## src/design/tcw_pkg.sv

```systemverilog
// ----------------------------------------------------------------------------
// tcw_pkg: shared types and constants of the text console writer
// Command codes, register indexes, character codes, reset values, the
// sequencer state type and the item structs passed between modules.
// ----------------------------------------------------------------------------
`default_nettype none

package tcw_pkg;

	// default screen store geometry
	localparam int TCW_MAX_COLUMNS = 128;
	localparam int TCW_MAX_ROWS    = 32;

	// configuration port
	localparam int CFG_IDX_W  = 8;
	localparam int CFG_DATA_W = 8;

	localparam logic [CFG_IDX_W-1:0] REG_SCREEN_COLUMNS = 8'd0;
	localparam logic [CFG_IDX_W-1:0] REG_SCREEN_ROWS    = 8'd1;
	localparam logic [CFG_IDX_W-1:0] REG_FG_COLOR       = 8'd2;
	localparam logic [CFG_IDX_W-1:0] REG_BG_COLOR       = 8'd3;

	localparam logic [7:0] COLUMNS_RESET = 8'd80;
	localparam logic [5:0] ROWS_RESET    = 6'd25;
	localparam logic [3:0] FG_RESET      = 4'd7;
	localparam logic [3:0] BG_RESET      = 4'd0;

	// character codes
	localparam logic [7:0] CHAR_NUL     = 8'h00;
	localparam logic [7:0] CHAR_NEWLINE = 8'h0A;
	localparam logic [7:0] CHAR_SPACE   = 8'h20;

	// cell layout: attribute in the high byte, character in the low byte
	localparam int CELL_W = 16;

	typedef enum logic [1:0] {
		CMD_PUT        = 2'd0,
		CMD_SET_CURSOR = 2'd1,
		CMD_CLEAR      = 2'd2,
		CMD_READ       = 2'd3
	} cmd_t;

	typedef enum logic [2:0] {
		S_INIT,
		S_IDLE,
		S_EXEC,
		S_READ,
		S_SCROLL,
		S_FILL,
		S_CLEAR,
		S_DONE
	} state_t;

	typedef struct packed {
		cmd_t       cmd;
		logic [7:0] char_code;
		logic [4:0] row_sel;
		logic [6:0] col_sel;
	} item_t;

	typedef struct packed {
		logic [11:0] cursor_address;
		logic [7:0]  cell_char;
		logic [7:0]  cell_attr;
	} result_t;

endpackage

`default_nettype wire

```

## src/design/tcw_engine.sv

```systemverilog
// ----------------------------------------------------------------------------
// tcw_engine: command sequencer of the text console writer
// Holds the cursor, drives the cell store through read-modify-write passes
// (put, read, scroll move and fill, clear) and hands one result per item.
// ----------------------------------------------------------------------------
`default_nettype none

module tcw_engine #(
	parameter int MAX_COLUMNS = tcw_pkg::TCW_MAX_COLUMNS,
	parameter int MAX_ROWS    = tcw_pkg::TCW_MAX_ROWS,
	parameter int CNW         = $clog2(MAX_COLUMNS + 1),
	parameter int RNW         = $clog2(MAX_ROWS + 1),
	parameter int AW          = (MAX_COLUMNS * MAX_ROWS > 1) ?
		$clog2(MAX_COLUMNS * MAX_ROWS) : 1
) (
	input  wire logic                    clk,
	input  wire logic                    arst_n,
	// command items
	input  wire logic                    item_valid,
	output logic                         item_ready,
	input  wire tcw_pkg::item_t          item,
	// live geometry and attribute
	input  wire logic [CNW-1:0]          cols,
	input  wire logic [RNW-1:0]          rows,
	input  wire logic [7:0]              attr,
	// result hand-off
	output logic                         res_valid,
	input  wire logic                    res_take,
	output tcw_pkg::result_t             res,
	// cell store
	output logic                         ram_we,
	output logic [AW-1:0]                ram_waddr,
	output logic [tcw_pkg::CELL_W-1:0]   ram_wdata,
	output logic [AW-1:0]                ram_raddr,
	input  wire logic [tcw_pkg::CELL_W-1:0] ram_rdata
);

	import tcw_pkg::*;

	localparam int DEPTH = MAX_COLUMNS * MAX_ROWS;
	localparam int CW    = (MAX_COLUMNS > 1) ? $clog2(MAX_COLUMNS) : 1;
	localparam int RW    = (MAX_ROWS > 1) ? $clog2(MAX_ROWS) : 1;
	localparam int SW    = $clog2(DEPTH + 1);
	localparam int LW    = RW + CNW;
	localparam int PW    = RNW + CNW;

	state_t         state_q, state_d;
	cmd_t           cmd_s1;
	logic [7:0]     char_s1;
	logic [RW-1:0]  rsel_s1, row_q, row_cl, rsel_cl;
	logic [CW-1:0]  csel_s1, col_q, col_cl, csel_cl;
	logic [CW:0]    col_inc;
	logic [SW-1:0]  tot_q, sweep_q;
	logic           pend_s1;
	logic [AW-1:0]  wa_s1;
	logic [7:0]     rd_char_q, rd_attr_q;
	logic [LW-1:0]  cur_lin, sel_lin;
	logic           is_newline, wrap, at_bottom, line_end, scroll_start;

	// row-major cell offset
	function automatic logic [LW-1:0] lin(input logic [RW-1:0] r,
		input logic [CW-1:0] c, input logic [CNW-1:0] n);
		return LW'(r) * LW'(n) + LW'(c);
	endfunction

	// clamp cursor and selections into the screen in use
	always_comb begin
		row_cl  = row_q;
		col_cl  = col_q;
		rsel_cl = RW'(item.row_sel);
		csel_cl = CW'(item.col_sel);
		if (int'(row_q) > int'(rows) - 1) begin
			row_cl = RW'(rows - RNW'(1));
		end
		if (int'(col_q) > int'(cols) - 1) begin
			col_cl = CW'(cols - CNW'(1));
		end
		if (int'(item.row_sel) > int'(rows) - 1) begin
			rsel_cl = RW'(rows - RNW'(1));
		end
		if (int'(item.col_sel) > int'(cols) - 1) begin
			csel_cl = CW'(cols - CNW'(1));
		end
	end

	// put decode
	assign cur_lin      = lin(row_q, col_q, cols);
	assign sel_lin      = lin(rsel_s1, csel_s1, cols);
	assign col_inc      = (CW+1)'(col_q) + (CW+1)'(1);
	assign is_newline   = (char_s1 == CHAR_NEWLINE);
	assign wrap         = (int'(col_inc) >= int'(cols));
	assign at_bottom    = (int'(row_q) >= int'(rows) - 1);
	assign line_end     = is_newline || wrap;
	assign scroll_start = line_end && at_bottom;

	// next state
	always_comb begin
		state_d = state_q;
		unique case (state_q)
			S_INIT: begin
				if (sweep_q == SW'(DEPTH - 1)) begin
					state_d = S_IDLE;
				end
			end
			S_IDLE: begin
				if (item_valid) begin
					state_d = S_EXEC;
				end
			end
			S_EXEC: begin
				unique case (cmd_s1)
					CMD_PUT:        state_d = scroll_start ? S_SCROLL : S_DONE;
					CMD_SET_CURSOR: state_d = S_DONE;
					CMD_CLEAR:      state_d = S_CLEAR;
					CMD_READ:       state_d = S_READ;
				endcase
			end
			S_READ: state_d = S_DONE;
			S_SCROLL: begin
				if (sweep_q == tot_q && !pend_s1) begin
					state_d = S_FILL;
				end
			end
			S_FILL: begin
				if (sweep_q == tot_q - SW'(1)) begin
					state_d = S_DONE;
				end
			end
			S_CLEAR: begin
				if (sweep_q == SW'(DEPTH - 1)) begin
					state_d = S_DONE;
				end
			end
			S_DONE: begin
				if (res_take) begin
					state_d = S_IDLE;
				end
			end
		endcase
	end

	// store access and handshake outputs
	always_comb begin
		item_ready = (state_q == S_IDLE);
		res_valid  = (state_q == S_DONE);
		ram_we     = 1'b0;
		ram_waddr  = AW'(sweep_q);
		ram_wdata  = {attr, CHAR_NUL};
		ram_raddr  = AW'(sweep_q);
		unique case (state_q)
			S_INIT: begin
				ram_we    = 1'b1;
				ram_wdata = '0;
			end
			S_EXEC: begin
				if (cmd_s1 == CMD_PUT && !is_newline) begin
					ram_we    = 1'b1;
					ram_waddr = AW'(cur_lin);
					ram_wdata = {attr, char_s1};
				end
				ram_raddr = AW'(sel_lin);
			end
			S_SCROLL: begin
				ram_we    = pend_s1;
				ram_waddr = wa_s1;
				ram_wdata = ram_rdata;
			end
			S_FILL: begin
				ram_we    = 1'b1;
				ram_wdata = {attr, CHAR_SPACE};
			end
			S_CLEAR: begin
				ram_we = 1'b1;
			end
			S_IDLE, S_READ, S_DONE: begin
			end
		endcase
	end

	// result fields
	always_comb begin
		res.cursor_address = 12'(cur_lin);
		res.cell_char      = rd_char_q;
		res.cell_attr      = rd_attr_q;
	end

	// control state: sequencer, cursor, sweep counter
	always_ff @(posedge clk or negedge arst_n) begin
		if (!arst_n) begin
			state_q <= S_INIT;
			sweep_q <= '0;
			row_q   <= '0;
			col_q   <= '0;
			pend_s1 <= 1'b0;
		end else begin
			state_q <= state_d;
			unique case (state_q)
				S_INIT, S_FILL, S_CLEAR: begin
					sweep_q <= sweep_q + SW'(1);
				end
				S_IDLE: begin
					row_q <= row_cl;
					col_q <= col_cl;
				end
				S_EXEC: begin
					unique case (cmd_s1)
						CMD_PUT: begin
							if (line_end) begin
								col_q   <= '0;
								sweep_q <= SW'(cols);
								if (!at_bottom) begin
									row_q <= row_q + RW'(1);
								end
							end else begin
								col_q <= CW'(col_inc);
							end
						end
						CMD_SET_CURSOR: begin
							row_q <= rsel_s1;
							col_q <= csel_s1;
						end
						CMD_CLEAR: begin
							row_q   <= '0;
							col_q   <= '0;
							sweep_q <= '0;
						end
						CMD_READ: begin
						end
					endcase
				end
				S_SCROLL: begin
					// move pass: read one row down, write it back one row up from the registered read data
					if (sweep_q != tot_q) begin
						sweep_q <= sweep_q + SW'(1);
						pend_s1 <= 1'b1;
					end else begin
						pend_s1 <= 1'b0;
						if (!pend_s1) begin
							sweep_q <= tot_q - SW'(cols);
						end
					end
				end
				S_READ, S_DONE: begin
				end
			endcase
		end
	end

	// item payload and read data
	always_ff @(posedge clk) begin
		wa_s1 <= AW'(sweep_q - SW'(cols));
		if (state_q == S_IDLE && item_valid) begin
			cmd_s1  <= item.cmd;
			char_s1 <= item.char_code;
			rsel_s1 <= rsel_cl;
			csel_s1 <= csel_cl;
			tot_q   <= SW'(PW'(rows) * PW'(cols));
		end
		if (state_q == S_EXEC) begin
			rd_char_q <= '0;
			rd_attr_q <= '0;
		end
		if (state_q == S_READ) begin
			rd_char_q <= ram_rdata[7:0];
			// cursor mark: swap attribute nibbles
			if (rsel_s1 == row_q && csel_s1 == col_q) begin
				rd_attr_q <= {ram_rdata[11:8], ram_rdata[15:12]};
			end else begin
				rd_attr_q <= ram_rdata[15:8];
			end
		end
	end

endmodule

`default_nettype wire

```

## config.mk

```make
export PLATFORM = sky130hd
export DESIGN_NAME = tcw_engine
export DESIGN_NICKNAME = d
export VERILOG_FILES = /design/src/design/tcw_pkg.sv /design/src/design/tcw_engine.sv
export SDC_FILE = /design/constraint.sdc
export NUM_CORES = 1
export LEC_CHECK = 0
export BUFFER_PORTS_ARGS = -buffer_cell sky130_fd_sc_hd__buf_4
export CORE_UTILIZATION = 44
export CTS_CLUSTER_SIZE = 24
export DETAILED_ROUTE_END_ITERATION = 12
export HOLD_SLACK_MARGIN = 0.08
export PLACE_DENSITY = 0.66
export SYNTH_ARGS = -nofsm -noshare
export SYNTH_HDL_FRONTEND = slang
export SYNTH_SLANG_ARGS = --single-unit
```

## constraint.sdc

```tcl
create_clock -name clk -period 8.65 [get_ports clk]
set_clock_uncertainty 0.2 [all_clocks]
set_input_delay 0 -clock clk [delete_from_list [all_inputs] [get_ports clk]]
set_output_delay 0 -clock clk [all_outputs]
set_load 0.02 [all_outputs]
```

Word-level counts from Yosys, hierarchy flattened
Cells that the tools add are included.

word-level totals
  register bits after elaboration = 92
  input port bits = 64
  output and inout port bits = 71

operators by class
  add/sub/neg operators = 12
  multipliers = 3
  magnitude comparators = 6
  equal/unequal tests = 30
  multiplexer cells = 37
  reductions and logical operators = 18

operators with widths
  cell                                                number
  case mux 16 bit (4 select lines)                    1
  2-to-1 mux 8 bit                                    5
  2-to-1 mux 13 bit                                   3
  case mux 13 bit (3 select lines)                    1
  == test 13 bit                                      2
  case mux 13 bit (2 select lines)                    1
  adder 12 x 7 -> 12 bit                              2
  multiplier 5 x 8 -> 12 bit                          2
  2-to-1 mux 12 bit                                   2
  case mux 12 bit (2 select lines)                    1
  case mux 3 bit (8 select lines)                     1
  2-to-1 mux 7 bit                                    3
  case mux 7 bit (3 select lines)                     1
  2-to-1 mux 5 bit                                    4
  greater-than comparator 8 x 9 -> 1 bit              2
  2-to-1 mux 3 bit                                    6
  case mux 5 bit (3 select lines)                     1
  greater-than comparator 6 x 7 -> 1 bit              2
  case mux 7 bit (2 select lines)                     1
  adder 13 x 1 -> 13 bit, second input constant       1
  == test 13 x 12 -> 1 bit, second input constant     1
  multiplier 6 x 8 -> 13 bit                          1
  != test 13 bit                                      1
  subtractor 13 x 1 -> 13 bit, second input constant  1
  other kinds (40)                                    60

Logic depth before layout (Yosys ltp)
  word-level depth = 7
  mapped depth = 17
  gate-level depth less buffers = 15

Worst setup path before layout
Ideal clock, no wire load.

  path type = register to output
  from = register row_q[4]
  to = output ram_waddr[11]
  arrival time = 4.168 ns
  required time = 8.450 ns
  path slack = 4.282 ns
  cell stages (with the launch flop) = 15
  cell sequence = dfrtp_1 -> clkbuf_1 -> and2_1 -> fa_1 -> fa_1 -> inv_1 -> fa_1 -> inv_1 -> ha_1 -> o21ai_0 -> nor2_1 -> o41ai_1 -> o21ai_0 -> xor2_1 -> a21o_1

RTL lines
  item                      line               RTL
  start: declaration        tcw_engine.sv:50   logic [RW-1:0] rsel_s1, row_q, row_cl, rsel_cl;
  start signal: assignment  tcw_engine.sv:202  row_q <= row_cl;
  start signal: assignment  tcw_engine.sv:212  row_q <= row_q + RW'(1);
  start signal: assignment  tcw_engine.sv:219  row_q <= rsel_s1;
  end: declaration          tcw_engine.sv:32   output logic [AW-1:0] ram_waddr,

Worst setup path after layout
  from = register row_q[4]
  to = output ram_waddr[9]

on the way
  cells in the longest elaborated chain, start to end = 4

RTL lines
  item                              line               RTL
  multiplier 5 x 8 -> 12 bit        tcw_engine.sv:63   return LW'(r) * LW'(n) + LW'(c);
  adder 12 x 7 -> 12 bit            tcw_engine.sv:63
  2-to-1 mux 12 bit                 tcw_engine.sv:156  if (cmd_s1 == CMD_PUT && !is_newline) begin
  case mux 12 bit (2 select lines)  tcw_engine.sv:150  unique case (state_q)

No other way between the ends.

==> reports/results.txt <==
Detailed-route via count -> 10024
Worst vdd ir -> 0.533 mV
Type of the most critical hold path -> input port to output port
Die height -> 162 um
Final sum of negative setup slack -> 0 ns
# port buffers -> 134
Wire length per cell -> 18.9 um
Met2 WL post-DR -> 15200 um
Unrepaired setup endpoints after global routing -> no
Core outline area -> 25100 um^2
Detail Route Antenna Nets -> 0
Standard cell area after detailed placement -> 12400 um^2
Dominant cell by count in the synthesized netlist -> sky130_fd_sc_hd__inv_1
Critical Path RT -> 8.45 ns
Post-synth EDFFs -> 51
Net Count, Synth -> 1568
Remaining max-slew budget at the tightest pin -> 20.9%
Crit path launch type -> flop
Drt via density -> 5.62
Mapped Avg Cell Area -> 8.59 um^2
Count of final setup violators -> 0
P per Cell Area -> 336 nW/um^2
All-Layer GR Usage -> 26.0%
Critical path's slowest cell -> sky130_fd_sc_hd__dfrtp_1
Synth Instances -> 1308
Highest fanout seen on the critical path -> 12
Final weighted congestion of routability-driven global placement -> 0.954
FFs w/ async S/R, synth -> 31.5%
Cell mode on critical path -> sky130_fd_sc_hd__fa_1
Number of core rows -> 58
Layout net count -> 1710
CTS sink count -> 92
Status -> finished clean
Synth Flop Type -> sky130_fd_sc_hd__edfxtp_1
Count of H-tree levels built during CTS -> 3
CTS Root Buffer Type -> sky130_fd_sc_hd__clkbuf_16
Worst path arrival time -> 4.63 ns
IO Pins -> 135
Critical path class -> flop to output port
Starting Density -> 44.7%
Proportion of layout cells with a drive suffix above 1 -> 12.6%
Period Utilization, post-route -> 55.8%
Number of distinct library cells after synthesis -> 73
Area added between synthesis and finish -> 18.7%
Endpoint type of the worst setup path -> output port
Crit path cell chain -> nand2_1 > fa_1 > fa_1 > fa_1 > inv_1 > ha_1 > a211oi_1 > nor2_1 > o41ai_1 > xnor2_1 > a222oi_1 > inv_1 > buf_4
Aggregate global routing overflow -> 0
Drc violations -> 0
Most used standard cells in the synthesized netlist -> sky130_fd_sc_hd__inv_1 (154), sky130_fd_sc_hd__nand2_1 (153), sky130_fd_sc_hd__ha_1 (122)
Number of iterations in the first detailed-routing pass -> 6
# Max-Cap Violations -> 0
Starting DRT DRC Count -> 875
Biggest area contributors in the synthesized netlist -> sky130_fd_sc_hd__edfxtp_1 (14%), sky130_fd_sc_hd__ha_1 (14%), sky130_fd_sc_hd__fa_1 (13%)
Final total power -> 4490 uW
Post-Route WL -> 33800 um
Hold Fails Final Rpt -> 0
Cell area after layout -> 13300 um^2
Minimum clock period after layout -> 4.83 ns
Buf/Inv on CP -> 3
Post-synthesis instance area -> 11200 um^2
Top layer in use -> met4
Worst-skew pair later-pin latency -> 0.35 ns
Die Span X -> 162 um
Filler instances -> 2334
Number of antenna violations at the first check in global routing -> 0
Proportion of netlist area held by the largest area contributor -> 13.6%
Antenna cell count -> 0
Number of buffers created by CTS -> 9
Final core occ -> 53.1%
Highest clock rate -> 0.207 GHz
Family of cells with the greatest summed delay on the critical path -> adder cells
P_leak -> 0.00625 uW
CTS max path bufs -> 2
Post-synthesis sequential element count -> 92
Max-slew violation total from the final report -> 0
Met1 Wirelength -> 14600 um
Maximum number of pins on one net before global-route repair -> 41
Die Outline Area -> 26200 um^2
Routed wire length on met3 -> 2750 um
Synth warn -> 0
Biggest cell delay along the critical path -> 0.58 ns
Part of the Yosys area used for sequential elements -> 22.2%
Worst-margin pin slew -> 1.18 ns
TritonCTS clock tree -> done
Register clock-pin slew on the reported worst setup and hold paths -> 0.07 ns
Number of global-route vias before repair -> 9624
Detailed-placement wirelength estimate -> 26000 um
Global-route wire length before repair -> 52200 um
Cell type with the largest total area after synthesis -> sky130_fd_sc_hd__edfxtp_1
Final worst hold slack -> 0.0847 ns
[per-layer routing]
| metal | GRT usage (%) | vias up |
|---|---|---|
| li1 | - | 4768 |
| met1 | 34.2 | 4810 |
| met2 | 42.4 | 387 |
| met4 | 10.0 | 0 |
| met5 | 0 | - |
| met3 | 4.57 | 59 |
[cell usage in the layout (no fill, tap or decap), types with 43 or more instances in the layout]
cell / n
sky130_fd_sc_hd__nand2_1: 153
sky130_fd_sc_hd__dlygate4sd3_1: 58
sky130_fd_sc_hd__a21oi_1: 61
sky130_fd_sc_hd__fa_1: 74
sky130_fd_sc_hd__nor2_1: 81
sky130_fd_sc_hd__buf_4: 141
sky130_fd_sc_hd__o21ai_0: 43
sky130_fd_sc_hd__ha_1: 122
sky130_fd_sc_hd__and2_1: 61
sky130_fd_sc_hd__xnor2_1: 61
sky130_fd_sc_hd__edfxtp_1: 51
sky130_fd_sc_hd__inv_1: 154
[worst reg2reg max path: stages (launching register included)]
cell and delay [ns]:
sky130_fd_sc_hd__dfrtp_1 0.62, sky130_fd_sc_hd__xor2_1 0.26, sky130_fd_sc_hd__or4_1 0.55, sky130_fd_sc_hd__or4_4 0.61, sky130_fd_sc_hd__nor2_1 0.61, sky130_fd_sc_hd__nor2_1 0.38, sky130_fd_sc_hd__a222oi_1 0.42, sky130_fd_sc_hd__o21ai_1 0.09
[layout make-up]
class | instances | area, um^2 | share of cell area [%]
repair buffers | 200 | 1660 | 12.4
clock buffers | 11 | 254 | 1.90
multi-input cells | 993 | 7870 | 59.0
inverters | 154 | 578 | 4.33
flip-flops and latches | 92 | 2500 | 18.7
well taps | 330 | 413 | 3.10
clock inverters | 5 | 67.6 | 0.507
[metrics by stage]
step,cells,worst slack (ns)
finish,1785,3.82
floorplan,1308,4.28
CTS,1785,3.78
global placement,1710,4.29
detailed placement,1710,4.18
global route,1785,3.50
[where the power goes]
| group | leakage, uW | internal (uW) | switching, uW | total, uW |
|---|---|---|---|---|
| Combinational | 0.00517 | 1350 | 1870 | 3220 |
| Sequential | 0.000931 | 601 | 239 | 839 |
| Clock | 0.000157 | 246 | 188 | 433 |
| Total | 0.00625 | 2200 | 2290 | 4490 |
[final timing paths]
check / from / to / slack, ns / cells past startpoint
max reg2reg: sweep_q[5] / sweep_q[6] / 4.77 / 7
min: attr[1] / ram_wdata[9] / 0.08 / 4
max: row_q[4] / ram_waddr[9] / 3.82 / 13
max in group asynchronous: arst_n / col_q[3] / 7.59 / 4
min reg2reg: sweep_q[12] / sweep_q[12] / 0.40 / 2
min in group asynchronous: arst_n / state_q[2] / 0.47 / 4
[logic make-up after synthesis]
| logic type | count (synthesis) | synth area share, % |
|---|---|---|
| adders and majority gates | 196 | 26.8 |
| DFF | 92 | 22.2 |
| buffers and inverters | 223 | 7.76 |
| and+or+nand+nor | 434 | 18.8 |
| muxes | 24 | 2.25 |
| AOI/OAI and AO/OA | 240 | 14.5 |
| xor gates and xnor gates | 99 | 7.72 |
[registers in the layout, summed over array words and instances, names as in the netlist]
register,cells
sweep_q,13
col_q,7
row_q,5
rsel_s1,5
rd_char_q,8
tot_q,13
wa_s1,12
csel_s1,7
cmd_s1,2
state_q,3
char_s1,8
rd_attr_q,8
pend_s1,1
[timing repair]
item                      4_1_cts  5_1_grt
hold buffers                   59        0
resized for setup               0        0
hold endpoints to repair       83        0
setup buffers                   0        0
Note: power is estimated with default switching activity, not from simulation.
